--- src/sv/ldpm_pkg.sv ---
`default_nettype none

package ldpm_pkg;

  localparam int NumStages = 10;
  localparam int PrepStages = 3;
  localparam int ProdStages = 5;
  localparam int SumStages = 2;

  localparam int PtShift = 44;
  localparam int K1Shift = 60;
  localparam int K2Shift = 92;

  localparam logic [65:0] PtHalf = 66'd1 << (PtShift - 1);
  localparam logic [80:0] K1Half = 81'd1 << (K1Shift - 1);
  localparam logic [113:0] K2Half = 114'd1 << (K2Shift - 1);

  typedef enum logic [2:0] {
    RegK1,
    RegK2,
    RegP1,
    RegP2,
    RegCx,
    RegCy,
    RegMode
  } cfg_reg_t;

  typedef struct packed {
    logic [31:0] mk1;
    logic [31:0] mk2;
    logic [31:0] mp1;
    logic [31:0] mp2;
    logic        nk1;
    logic        nk2;
    logic        np1;
    logic        np2;
    logic [15:0] cx;
    logic [15:0] cy;
    logic        mode;
  } cfg_t;

  // offsets from center as magnitude and sign, plus the coordinate the terms add to
  typedef struct packed {
    logic [15:0] au;
    logic [15:0] av;
    logic        nu;
    logic        nv;
    logic [16:0] bx;
    logic [16:0] by;
  } pnt_t;

  typedef struct packed {
    pnt_t        p;
    logic [32:0] r2;
    logic [32:0] uv2;
    logic [33:0] t1;
    logic [33:0] t2;
  } sums_t;

  typedef struct packed {
    logic        nu;
    logic        nv;
    logic [16:0] bx;
    logic [16:0] by;
    logic [20:0] k1x;
    logic [20:0] k1y;
    logic [21:0] k2x;
    logic [21:0] k2y;
    logic [21:0] p1x;
    logic [21:0] p2x;
    logic [21:0] p1y;
    logic [21:0] p2y;
  } terms_t;

  function automatic logic [31:0] mag32(input logic [31:0] v);
    logic [31:0] n;
    n = 32'd0 - v;
    return v[31] ? n : v;
  endfunction

  function automatic logic [21:0] round_pt(input logic [64:0] q);
    logic [65:0] s;
    s = {1'b0, q} + PtHalf;
    return s[65:PtShift];
  endfunction

  function automatic logic [25:0] apply_sign(input logic [21:0] m, input logic neg);
    logic [25:0] e;
    e = {4'd0, m};
    return neg ? (26'd0 - e) : e;
  endfunction

endpackage

`default_nettype wire

--- src/sv/ldpm_prep.sv ---
`default_nettype none

module ldpm_prep (
  input  wire logic                                clk,
  input  wire logic [ldpm_pkg::PrepStages-1:0]     en,
  input  wire ldpm_pkg::cfg_t                      cfg,
  input  wire logic [15:0]                         in_x,
  input  wire logic [15:0]                         in_y,
  input  wire logic [15:0]                         in_target_x,
  input  wire logic [15:0]                         in_target_y,
  output ldpm_pkg::sums_t                          sums
);

  typedef struct packed {
    ldpm_pkg::pnt_t p;
    logic [31:0]    u2;
    logic [31:0]    v2;
    logic [31:0]    uv;
  } sqr_t;

  ldpm_pkg::pnt_t  s1_r, s1_nxt;
  sqr_t            s2_r, s2_nxt;
  ldpm_pkg::sums_t s3_r, s3_nxt;

  logic [16:0] u, v, un, vn, xe, ye;

  // offsets from center, base coordinate
  always_comb begin
    xe = {in_x[15], in_x};
    ye = {in_y[15], in_y};
    u  = xe - {cfg.cx[15], cfg.cx};
    v  = ye - {cfg.cy[15], cfg.cy};
    un = 17'd0 - u;
    vn = 17'd0 - v;
    s1_nxt.nu = u[16];
    s1_nxt.nv = v[16];
    s1_nxt.au = u[16] ? un[15:0] : u[15:0];
    s1_nxt.av = v[16] ? vn[15:0] : v[15:0];
    s1_nxt.bx = cfg.mode ? (xe - {in_target_x[15], in_target_x}) : xe;
    s1_nxt.by = cfg.mode ? (ye - {in_target_y[15], in_target_y}) : ye;
  end

  // squares and cross product
  always_comb begin
    s2_nxt.p  = s1_r;
    s2_nxt.u2 = 32'(s1_r.au) * 32'(s1_r.au);
    s2_nxt.v2 = 32'(s1_r.av) * 32'(s1_r.av);
    s2_nxt.uv = 32'(s1_r.au) * 32'(s1_r.av);
  end

  // radius and tangential sums
  always_comb begin
    s3_nxt.p   = s2_r.p;
    s3_nxt.r2  = 33'(s2_r.u2) + 33'(s2_r.v2);
    s3_nxt.uv2 = {s2_r.uv, 1'b0};
    s3_nxt.t1  = (34'(s2_r.u2) << 1) + 34'(s2_r.u2) + 34'(s2_r.v2);
    s3_nxt.t2  = (34'(s2_r.v2) << 1) + 34'(s2_r.v2) + 34'(s2_r.u2);
  end

  always_ff @(posedge clk) begin
    if (en[0]) begin
      s1_r <= s1_nxt;
    end
    if (en[1]) begin
      s2_r <= s2_nxt;
    end
    if (en[2]) begin
      s3_r <= s3_nxt;
    end
  end

  assign sums = s3_r;

endmodule

`default_nettype wire

--- config.mk ---
export PLATFORM = sky130hd
export DESIGN_NAME = ldpm_prep
export DESIGN_NICKNAME = d
export VERILOG_FILES = /design/src/sv/ldpm_pkg.sv /design/src/sv/ldpm_prep.sv
export SDC_FILE = /design/constraint.sdc
export NUM_CORES = 2
export LEC_CHECK = 0
export ABC_AREA = 0
export BUFFER_PORTS_ARGS = -buffer_cell sky130_fd_sc_hd__buf_2
export CAP_MARGIN = 20
export CORE_ASPECT_RATIO = 0.7
export CORE_MARGIN = 2
export CORE_UTILIZATION = 25
export DETAILED_ROUTE_END_ITERATION = 10
export SETUP_SLACK_MARGIN = 0.05
export SLEW_MARGIN = 20
export SYNTH_ARGS = -nofsm -noshare
export SYNTH_HDL_FRONTEND = slang
export SYNTH_SLANG_ARGS = --single-unit
--- constraint.sdc ---
create_clock -name clk -period 8.9 [get_ports clk]
set_clock_uncertainty 0.2 [all_clocks]
set_input_delay 1.78 -clock clk [delete_from_list [all_inputs] [get_ports clk]]
set_output_delay 1.78 -clock clk [all_outputs]
set_load 0.01 [all_outputs]
==> flow_metrics.py <==
metrics = {
    "clock_tree": {
        "clk_path_buf_depth": 3,
        "clock-sinks": 427,
        "cts_tree": "done",
        "cts_buffers": 47,
        "clock_latency_ns": 0.65,
        "postCtsSetupRepairBufs": 0,
        "holdBufCountCts": 0,
        "cts_max_level": 2,
        "ctsResizeCount": 0,
        "clk_pin_slew_ns": 0.06,
        "cts_root_buffer": "clkbuf_16",
    },
    "floorplanning": {
        "fp.dieH_um": 361,
        "io_pins": 435,
        "dieArea_um2": 186000,
        "core_um2": 182000,
        "dieWidth_um": 514,
        "row_count": 131,
        "start_util": 0.251,
    },
    "synthesis": {
        "yosys.area_share.simple": 0.112,
        "synth-adder-area-share": 0.385,
        "syn_area_um2": 45500,
        "synth-edff-count": 427,
        "yosysUniqueCellTypes": 96,
        "synth.area.mux_share": 0.00445,
        "synth_top_family_by_area": "adder cells",
        "avgSynthCellArea_um2": 10.4,
        "synth_seq_area_share": 0.282,
        "synthXorXnorAreaFrac": 0.0439,
        "async_flop_share": 0,
        "yosysTopAreaCellShare": 0.282,
        "synth_top_flop_cell": "edfxtp_1",
        "ys_ff_latch": 427,
        "synthTopCellsByCount": "inv_1 (852), fa_1 (582), ha_1 (471)",
        "synth_area_leaders": "edfxtp_1 (28%), fa_1 (26%), ha_1 (13%)",
        "syn-instance-count": 4374,
        "synth-compound-area-share": 0.0916,
        "synth_warnings": 0,
        "synth_largest_area_cell": "edfxtp_1",
        "synth.most_common_cell": "inv_1",
    },
    "global_route": {
        "grt_usage": 0.129,
        "grt_max_degree": 119,
        "antenna_found_initial": 24,
        "grt_pass1_wl_mm": 187,
        "grt_overflow": 0,
        "grt_pass1_vias": 32700,
    },
    "detailed_routing": {
        "vias": 31800,
        "ant_nets": 0,
        "route.detailed.drc": 0,
        "wl_mm": 119,
        "via_per_inst": 4.47,
        "routedWlPerCell_um": 16.8,
        "drt_iter0_markers": 2074,
        "drtPass1Iterations": 6,
    },
    "final_layout": {
        "nets": 5963,
        "fillers": 19100,
        "layout-area-overhead-vs-synth_pct": 13.6,
        "drive_above_1_share": 0.108,
    },
    "sta": {
        "hold_viol_final": 0,
        "rsz0062_at_grt": "no",
        "finalCritPeriodShare": 0.872,
        "tns_ns": 0,
        "max_slew_margin": 0.224,
        "fmax_mhz": 129,
        "slew_viol_final": 0,
        "worst_pin_slew_ns": 1.16,
        "layout_min_cycle_time_ns": 7.76,
        "setup_viol": 0,
    },
    "setup_path": {
        "cp-start-kind": "flip-flop",
        "cp_cell_sequence": "buf_4, and2_1, fa_1, inv_1, fa_1, fa_1, inv_1, fa_1, fa_1, inv_1, fa_1, inv_1, ha_1, a21oi_1, o21ai_0, o2bb2ai_1, buf_4, o31ai_1, a21oi_1, a211oi_1, o21ai_0, a21oi_1, xnor2_1",
        "critPathKind": "flip-flop to flip-flop",
        "cp.required_ns": 9.09,
        "crit_arrival_ns": 7.95,
        "crit_top_cell": "fa_1",
        "path_max_fanout": 20,
        "crit_slowest_cell": "edfxtp_1",
        "cpPeakStageDelay_ns": 1.10,
        "critPathCaptureType": "flip-flop",
    },
    "placement": {
        "io_buffer_count": 301,
        "finalWeightedCongestion": 0.853,
        "hpwlAfterDp_mm": 96.4,
    },
    "run_status": {
        "outcome": "finished clean",
    },
    "run": {
        "cap_violations": 0,
    },
    "worst_hold_path": {
        "hold_path_class": "flip-flop to flip-flop",
    },
}
## layout make-up
cell class | count | area (µm²) | area share
clock buffers | 54 | 1200 | 0.0233
clock inverters | 33 | 395 | 0.00765
inverters | 859 | 3220 | 0.0624
multi-input cells | 2977 | 29000 | 0.562
well taps | 2394 | 3000 | 0.0579
flip-flops and latches | 427 | 12800 | 0.248
repair buffers | 365 | 2020 | 0.0390
diodes | 3 | 7.51 | 0.000145
## worst paths after layout
check | startpoint | to | slack [ns] | cells after the start
setup / recovery | s1_r[58] | s2_r[31] | 1.14 | 23
hold / removal | s2_r[137] | sums[175] | 0.22 | 0
setup reg to reg | s1_r[58] | s2_r[31] | 1.14 | 23
hold reg to reg | s2_r[137] | sums[175] | 0.22 | 0
## per-stage QoR
stage	instances	cell area, µm²	hold WS (ns)	setup slack [ns]	util
finish	7112	51700	0.217	1.14	0.285
global route	7110	51700	0.221	0.836	0.285
CTS	7109	51700	0.215	1.24	0.285
detailed placement	7022	50100	0.205	1.27	0.276
global placement	7022	50100	0.201	1.33	0.276
floorplan	4377	45500	0.200	2.17	-
## critical path: cells and delay by family, from the launching register on
kind	cells	cell delay, ns
buffers and inverters	6	0.72
adder cells (fa/ha/maj)	7	3.16
XOR/XNOR	1	0.09
AND/OR/NAND/NOR	1	0.17
flip-flops	1	1.10
AO/OA/AOI/OAI	8	2.05
## metal layers
layer | global-route usage | part of all wire
met3 | 0.0330 | 0.075
met4 | 0.0228 | 0.016
met1 | 0.185 | 0.48
met5 | 0 | 0.0016
met2 | 0.196 | 0.43
## state kept, by name, summed over array words and instances (netlist names)
register,flops
s2_r,160
s1_r,68
sums,199
## logic make-up (layout without fill, tap and decap cells)
family | count (synthesis) | in the layout
compound gates | 604 | 604
xor+xnor | 228 | 228
fa+ha+maj | 1053 | 1053
buf+inv | 973 | 1311
flops | 427 | 427
mux | 18 | 18
other cells | 2 | 8
simple gates | 1069 | 1069
## cells in the final DEF, fill, tap and decap left out, drive strengths merged, types with 56 or more instances in the layout
cell type	n
nor3	62
and2	173
nor2	226
a21o	90
edfxtp	427
inv	859
xnor2	172
o21ai	100
a21oi	145
xor2	56
nand2	383
ha	471
buf	365
fa	582
Power is left out: the tool's default activity adds up to more than one toggle a clock period on the data nets, which glitch-free logic cannot reach.
