--- config.mk ---
export PLATFORM = sky130hd
export DESIGN_NAME = ldpm_sum
export DESIGN_NICKNAME = d
export VERILOG_FILES = /design/src/sv/ldpm_pkg.sv /design/src/sv/ldpm_sum.sv
export SDC_FILE = /design/constraint.sdc
export NUM_CORES = 1
export LEC_CHECK = 0
export BUFFER_PORTS_ARGS = -buffer_cell sky130_fd_sc_hd__clkbuf_2
export CAP_MARGIN = 20
export CORE_MARGIN = 10
export CORE_UTILIZATION = 48
export CTS_CLUSTER_DIAMETER = 80
export DETAILED_ROUTE_END_ITERATION = 8
export PLACE_DENSITY = 0.91
export SYNTH_ARGS = -nofsm -noshare
export SYNTH_HDL_FRONTEND = slang
export SYNTH_SLANG_ARGS = --single-unit
export TNS_END_PERCENT = 20
--- constraint.sdc ---
create_clock -name clk -period 6.41 [get_ports clk]
set_input_delay 1.282 -clock clk [delete_from_list [all_inputs] [get_ports clk]]
set_output_delay 1.282 -clock clk [all_outputs]
set_load 0.02 [all_outputs]
--- src/sv/ldpm_pkg.sv ---
`default_nettype none

package ldpm_pkg;

  localparam int NumStages = 10;
  localparam int PrepStages = 3;
  localparam int ProdStages = 5;
  localparam int SumStages = 2;

  localparam int PtShift = 44;
  localparam int K1Shift = 60;
  localparam int K2Shift = 92;

  localparam logic [65:0] PtHalf = 66'd1 << (PtShift - 1);
  localparam logic [80:0] K1Half = 81'd1 << (K1Shift - 1);
  localparam logic [113:0] K2Half = 114'd1 << (K2Shift - 1);

  typedef enum logic [2:0] {
    RegK1,
    RegK2,
    RegP1,
    RegP2,
    RegCx,
    RegCy,
    RegMode
  } cfg_reg_t;

  typedef struct packed {
    logic [31:0] mk1;
    logic [31:0] mk2;
    logic [31:0] mp1;
    logic [31:0] mp2;
    logic        nk1;
    logic        nk2;
    logic        np1;
    logic        np2;
    logic [15:0] cx;
    logic [15:0] cy;
    logic        mode;
  } cfg_t;

  // offsets from center as magnitude and sign, plus the coordinate the terms add to
  typedef struct packed {
    logic [15:0] au;
    logic [15:0] av;
    logic        nu;
    logic        nv;
    logic [16:0] bx;
    logic [16:0] by;
  } pnt_t;

  typedef struct packed {
    pnt_t        p;
    logic [32:0] r2;
    logic [32:0] uv2;
    logic [33:0] t1;
    logic [33:0] t2;
  } sums_t;

  typedef struct packed {
    logic        nu;
    logic        nv;
    logic [16:0] bx;
    logic [16:0] by;
    logic [20:0] k1x;
    logic [20:0] k1y;
    logic [21:0] k2x;
    logic [21:0] k2y;
    logic [21:0] p1x;
    logic [21:0] p2x;
    logic [21:0] p1y;
    logic [21:0] p2y;
  } terms_t;

  function automatic logic [31:0] mag32(input logic [31:0] v);
    logic [31:0] n;
    n = 32'd0 - v;
    return v[31] ? n : v;
  endfunction

  function automatic logic [21:0] round_pt(input logic [64:0] q);
    logic [65:0] s;
    s = {1'b0, q} + PtHalf;
    return s[65:PtShift];
  endfunction

  function automatic logic [25:0] apply_sign(input logic [21:0] m, input logic neg);
    logic [25:0] e;
    e = {4'd0, m};
    return neg ? (26'd0 - e) : e;
  endfunction

endpackage

`default_nettype wire

--- src/sv/ldpm_sum.sv ---
`default_nettype none

module ldpm_sum (
  input  wire logic                           clk,
  input  wire logic [ldpm_pkg::SumStages-1:0] en,
  input  wire ldpm_pkg::cfg_t                 cfg,
  input  wire ldpm_pkg::terms_t               terms,
  output logic [15:0]                         out_x,
  output logic [15:0]                         out_y,
  output logic                                out_saturated
);

  logic [25:0] sx_r, sx_nxt, sy_r, sy_nxt;
  logic [15:0] ox_r, ox_nxt, oy_r, oy_nxt;
  logic        sat_r, sat_nxt;
  logic        nuv, hix, lox, hiy, loy;

  // signed sum of the four terms per axis
  always_comb begin
    nuv = terms.nu ^ terms.nv;
    sx_nxt = {{9{terms.bx[16]}}, terms.bx}
           + ldpm_pkg::apply_sign({1'b0, terms.k1x}, cfg.nk1 ^ terms.nu)
           + ldpm_pkg::apply_sign(terms.k2x, cfg.nk2 ^ terms.nu)
           + ldpm_pkg::apply_sign(terms.p1x, cfg.np1)
           + ldpm_pkg::apply_sign(terms.p2x, cfg.np2 ^ nuv);
    sy_nxt = {{9{terms.by[16]}}, terms.by}
           + ldpm_pkg::apply_sign({1'b0, terms.k1y}, cfg.nk1 ^ terms.nv)
           + ldpm_pkg::apply_sign(terms.k2y, cfg.nk2 ^ terms.nv)
           + ldpm_pkg::apply_sign(terms.p1y, cfg.np1 ^ nuv)
           + ldpm_pkg::apply_sign(terms.p2y, cfg.np2);
  end

  // saturate to 16 bits
  always_comb begin
    hix = !sx_r[25] && (sx_r[24:15] != 10'd0);
    lox = sx_r[25] && (sx_r[24:15] != 10'h3ff);
    hiy = !sy_r[25] && (sy_r[24:15] != 10'd0);
    loy = sy_r[25] && (sy_r[24:15] != 10'h3ff);
    ox_nxt = hix ? 16'h7fff : (lox ? 16'h8000 : sx_r[15:0]);
    oy_nxt = hiy ? 16'h7fff : (loy ? 16'h8000 : sy_r[15:0]);
    sat_nxt = hix | lox | hiy | loy;
  end

  always_ff @(posedge clk) begin
    if (en[0]) begin
      sx_r <= sx_nxt;
      sy_r <= sy_nxt;
    end
    if (en[1]) begin
      ox_r  <= ox_nxt;
      oy_r  <= oy_nxt;
      sat_r <= sat_nxt;
    end
  end

  assign out_x = ox_r;
  assign out_y = oy_r;
  assign out_saturated = sat_r;

endmodule

`default_nettype wire

==> results.py <==
metrics = {
    "routing": {
        "drc": 0,
        "routed_via_density": 5.38,
        "drt_wl_total_um": 37200,
        "wl_per_cell_um": 17.8,
        "drt_iter0_markers": 743,
        "vias": 11200,
        "ant_nets": 0,
        "dr.pass1.iters": 6,
    },
    "setup_path": {
        "worst-setup-path-type": "in2reg",
        "r2r.worst_path.cells": 4,
        "required_ps": 6500,
        "cpMaxStageDelayCell": "fa_1",
        "critPathMaxFanout": 6,
        "end_kind": "register",
        "regToRegSetupSlack_ps": 4740,
        "slowest_delay_ps": 540,
        "startpoint_type": "input port",
        "crit_chain": "buf_6 -> or4_4 -> or4_4 -> or4_4 -> nand2_2 -> xnor2_2 -> fa_1 -> fa_1 -> inv_1 -> fa_1 -> inv_1 -> ha_1 -> buf_4 -> and3_1 -> a22oi_2 -> a31oi_4 -> a2111oi_4 -> o21ai_1 -> a21oi_1 -> xnor2_1",
        "path_buf_inv": 4,
        "cp_num_cells": 20,
        "worstPathArrival_ps": 6450,
        "path_delay_family": "adder cells",
    },
    "clocking": {
        "insertion_delay_ps": 330,
        "tritoncts": "yes",
        "clkSlewWorstSetupHoldPaths_ps": 60,
        "clock-sinks": 85,
        "cts_buffers": 9,
        "clock_path_buffers": 2,
        "htree_levels": 3,
        "cts_root_buffer": "clkbuf_16",
    },
    "floorplanning": {
        "die_area_sq_um": 33000,
        "rows": 59,
        "die_w_um": 182,
        "start_util_pct": 48.5,
        "coreArea_sq_um": 25800,
        "pin_count": 411,
        "chipHeight_um": 182,
    },
    "cells_and_area": {
        "syn_to_final_growth_pct": 24.2,
        "fin_nets": 2330,
        "n_fill_cell": 2254,
        "drive_above_1_share_pct": 24.6,
        "utilization_pct": 60.2,
    },
    "timing": {
        "rsz0062_at_grt": "true",
        "tightest_slew_ps": 1080,
        "final-hold-violation-count": 0,
        "setup_violations": 0,
        "worst_slack_ps": 48.6,
        "period_minus_slack_ps": 6360,
        "final.setup_skew_ps": 8.43,
        "drv_slew": 0,
        "fmax_mhz": 157,
        "post-route-period-util_pct": 99.2,
        "max_slew_margin_pct": 27.6,
    },
    "global_routing": {
        "track_usage_pct": 22.1,
        "grt_remaining_overflow": 0,
        "grt_pass1_vias": 11800,
        "grt_start_max_net_pins": 53,
        "grt_pass1_wl_um": 59700,
        "antenna_found_initial": 5,
    },
    "hold_path": {
        "holdCritPathClass": "reg2reg",
        "hold-path-cell-count": 0,
    },
    "placed_design": {
        "hpwl_um": 33000,
        "numPortBuffers": 249,
        "post-place-ws_ps": -470,
        "gp_congestion": 0.981,
    },
    "synth": {
        "ys_async_sr_fraction_pct": 0,
        "netlist_area_sq_um": 12500,
        "ys_seq_area_share_pct": 20.4,
        "synth_edf_count": 85,
        "ys.flop_type": "edfxtp_1",
        "synthCells": 1391,
        "yosys_warnings": 0,
        "ys_seq_elements": 85,
        "syn_avg_cell_area_sq_um": 9.00,
        "synth_nets": 1971,
        "synth_cell_types": 59,
    },
    "pwr": {
        "p_leak_uw": 0.00726,
        "p_total_uw": 9980,
        "powerDensity_nw_per_um2": 641,
        "vdd_ir_drop_max_uv": 415,
    },
    "status": {
        "status": "complete, no violations",
    },
    "run": {
        "drv_cap": 0,
    },
}
## what timing repair did
action                     4_1_cts  5_1_grt
hold buffers                     0        0
pin swaps                        1        5
resized for setup                1       26
setup endpoints to repair        6       11
buffers inserted                 0        1
cloned                           0        0
## cell usage in the layout, fill, tap and decap left out, types with 5 or more instances in the layout
master     count
clkbuf_2     248
o21ai_0       51
and2_1         7
and3_1         5
o31ai_1       20
or4_1          9
nand4_1       10
nor3_1        28
o21a_1        21
o41ai_1       10
xnor2_1      106
edfxtp_1      85
clkbuf_16      9
buf_4        131
nor2b_1        6
ha_1          56
a21o_1        22
nor4_1        18
a21oi_1       91
inv_1        229
fa_1         142
a31oi_1       19
nor2_1        87
nand2b_1       9
nand3_1       15
nand3b_1       5
nand2_1       97
o21bai_1       7
or4_4          5
xor2_1       107
or3_1         11
## final cells by class
class | count | area, sq um | area share (%)
inverter | 231 | 867 | 5.57
multi-input combinational | 1041 | 9190 | 59.0
clock buffer | 10 | 229 | 1.47
sequential | 85 | 2550 | 16.4
tap | 335 | 419 | 2.69
antenna | 1 | 2.50 | 0.0161
timing repair buffer | 382 | 2270 | 14.6
clock inverter | 5 | 36.3 | 0.233
## report_power, final
part           internal, uW  total [uW]  leakage, uW  switching, uW
combinational          3820        8150      0.00630           4330
sequential             1260        1370     0.000830            103
clock                   261         462     0.000123            201
total                  5350        9980      0.00726           4630
## path summary, 6_finish.rpt
path                       from                      end
min          sx_r[25]$_DFFE_PP_  out_x[15]$_SDFFCE_PP0P_
min reg2reg  sx_r[25]$_DFFE_PP_  out_x[15]$_SDFFCE_PP0P_
max                   terms[92]       sy_r[24]$_DFFE_PP_
max reg2reg  sx_r[21]$_DFFE_PP_  out_saturated$_DFFE_PP_
## cell families after synthesis
family | after synthesis | share of synthesized area [%]
buffers and inverters | 265 | 7.94
multiplexers | 2 | 0.160
XOR/XNOR | 215 | 15.0
AND/OR/NAND/NOR | 332 | 13.1
adder cells (fa/ha/maj) | 202 | 28.7
AO/OA/AOI/OAI | 290 | 14.7
flip-flops | 85 | 20.4
## Yosys cell counts (all sizes together) (4+ instances only)
cell    count  area, sq um
a211oi      4         30.0
a21o       22          165
a21oi      94          470
a221oi      5         43.8
a31oi      21          131
and2        7         43.8
and3        5         31.3
clkbuf     34          128
edfxtp     85         2550
fa        142         2840
ha         60          751
inv       231          867
nand2      98          368
nand2b      9         56.3
nand3      15         75.1
nand3b      5         37.5
nand4      10         62.6
nor2       87          327
nor2b       6         37.5
nor3       29          145
nor3b       4         30.0
nor4       21          146
nor4b       4         35.0
o21a       21          158
o21ai      55          275
o21bai      7         52.6
o31ai      25          201
o41ai      10         87.6
or3        12         80.1
or4        14          113
xnor2     108          946
xor2      107          937
## sequential cells by signal, indices dropped and copies added (netlist names)
signal         flops
out_x             16
out_y             16
out_saturated      1
sy_r              26
sx_r              26
## per-stage QoR
stage | instance area (sq um) | instances | setup TNS, ps | hold WS, ps
2_1_floorplan | 12600 | 1391 | -27.7 | 492
3_3_place_gp | 15100 | 2072 | -2420 | 480
3_5_place_dp | 15100 | 2072 | -3340 | 496
4_1_cts | 15400 | 2087 | -80.5 | 519
5_1_grt | 15600 | 2089 | -390 | 537
6_report | 15600 | 2090 | 0 | 518
## metal layers
layer  wire length, um  up-vias  GRT usage (%)  share of wire (%)
met1             17200     5365           30.9                 46
li1                  -     5394              -                  -
met4               320        4           3.38               0.86
met5                28        -              0              0.075
met2             16100      452           33.6                 43
met3              3570       27           6.64                9.6
(Power assumes the default switching activity.)
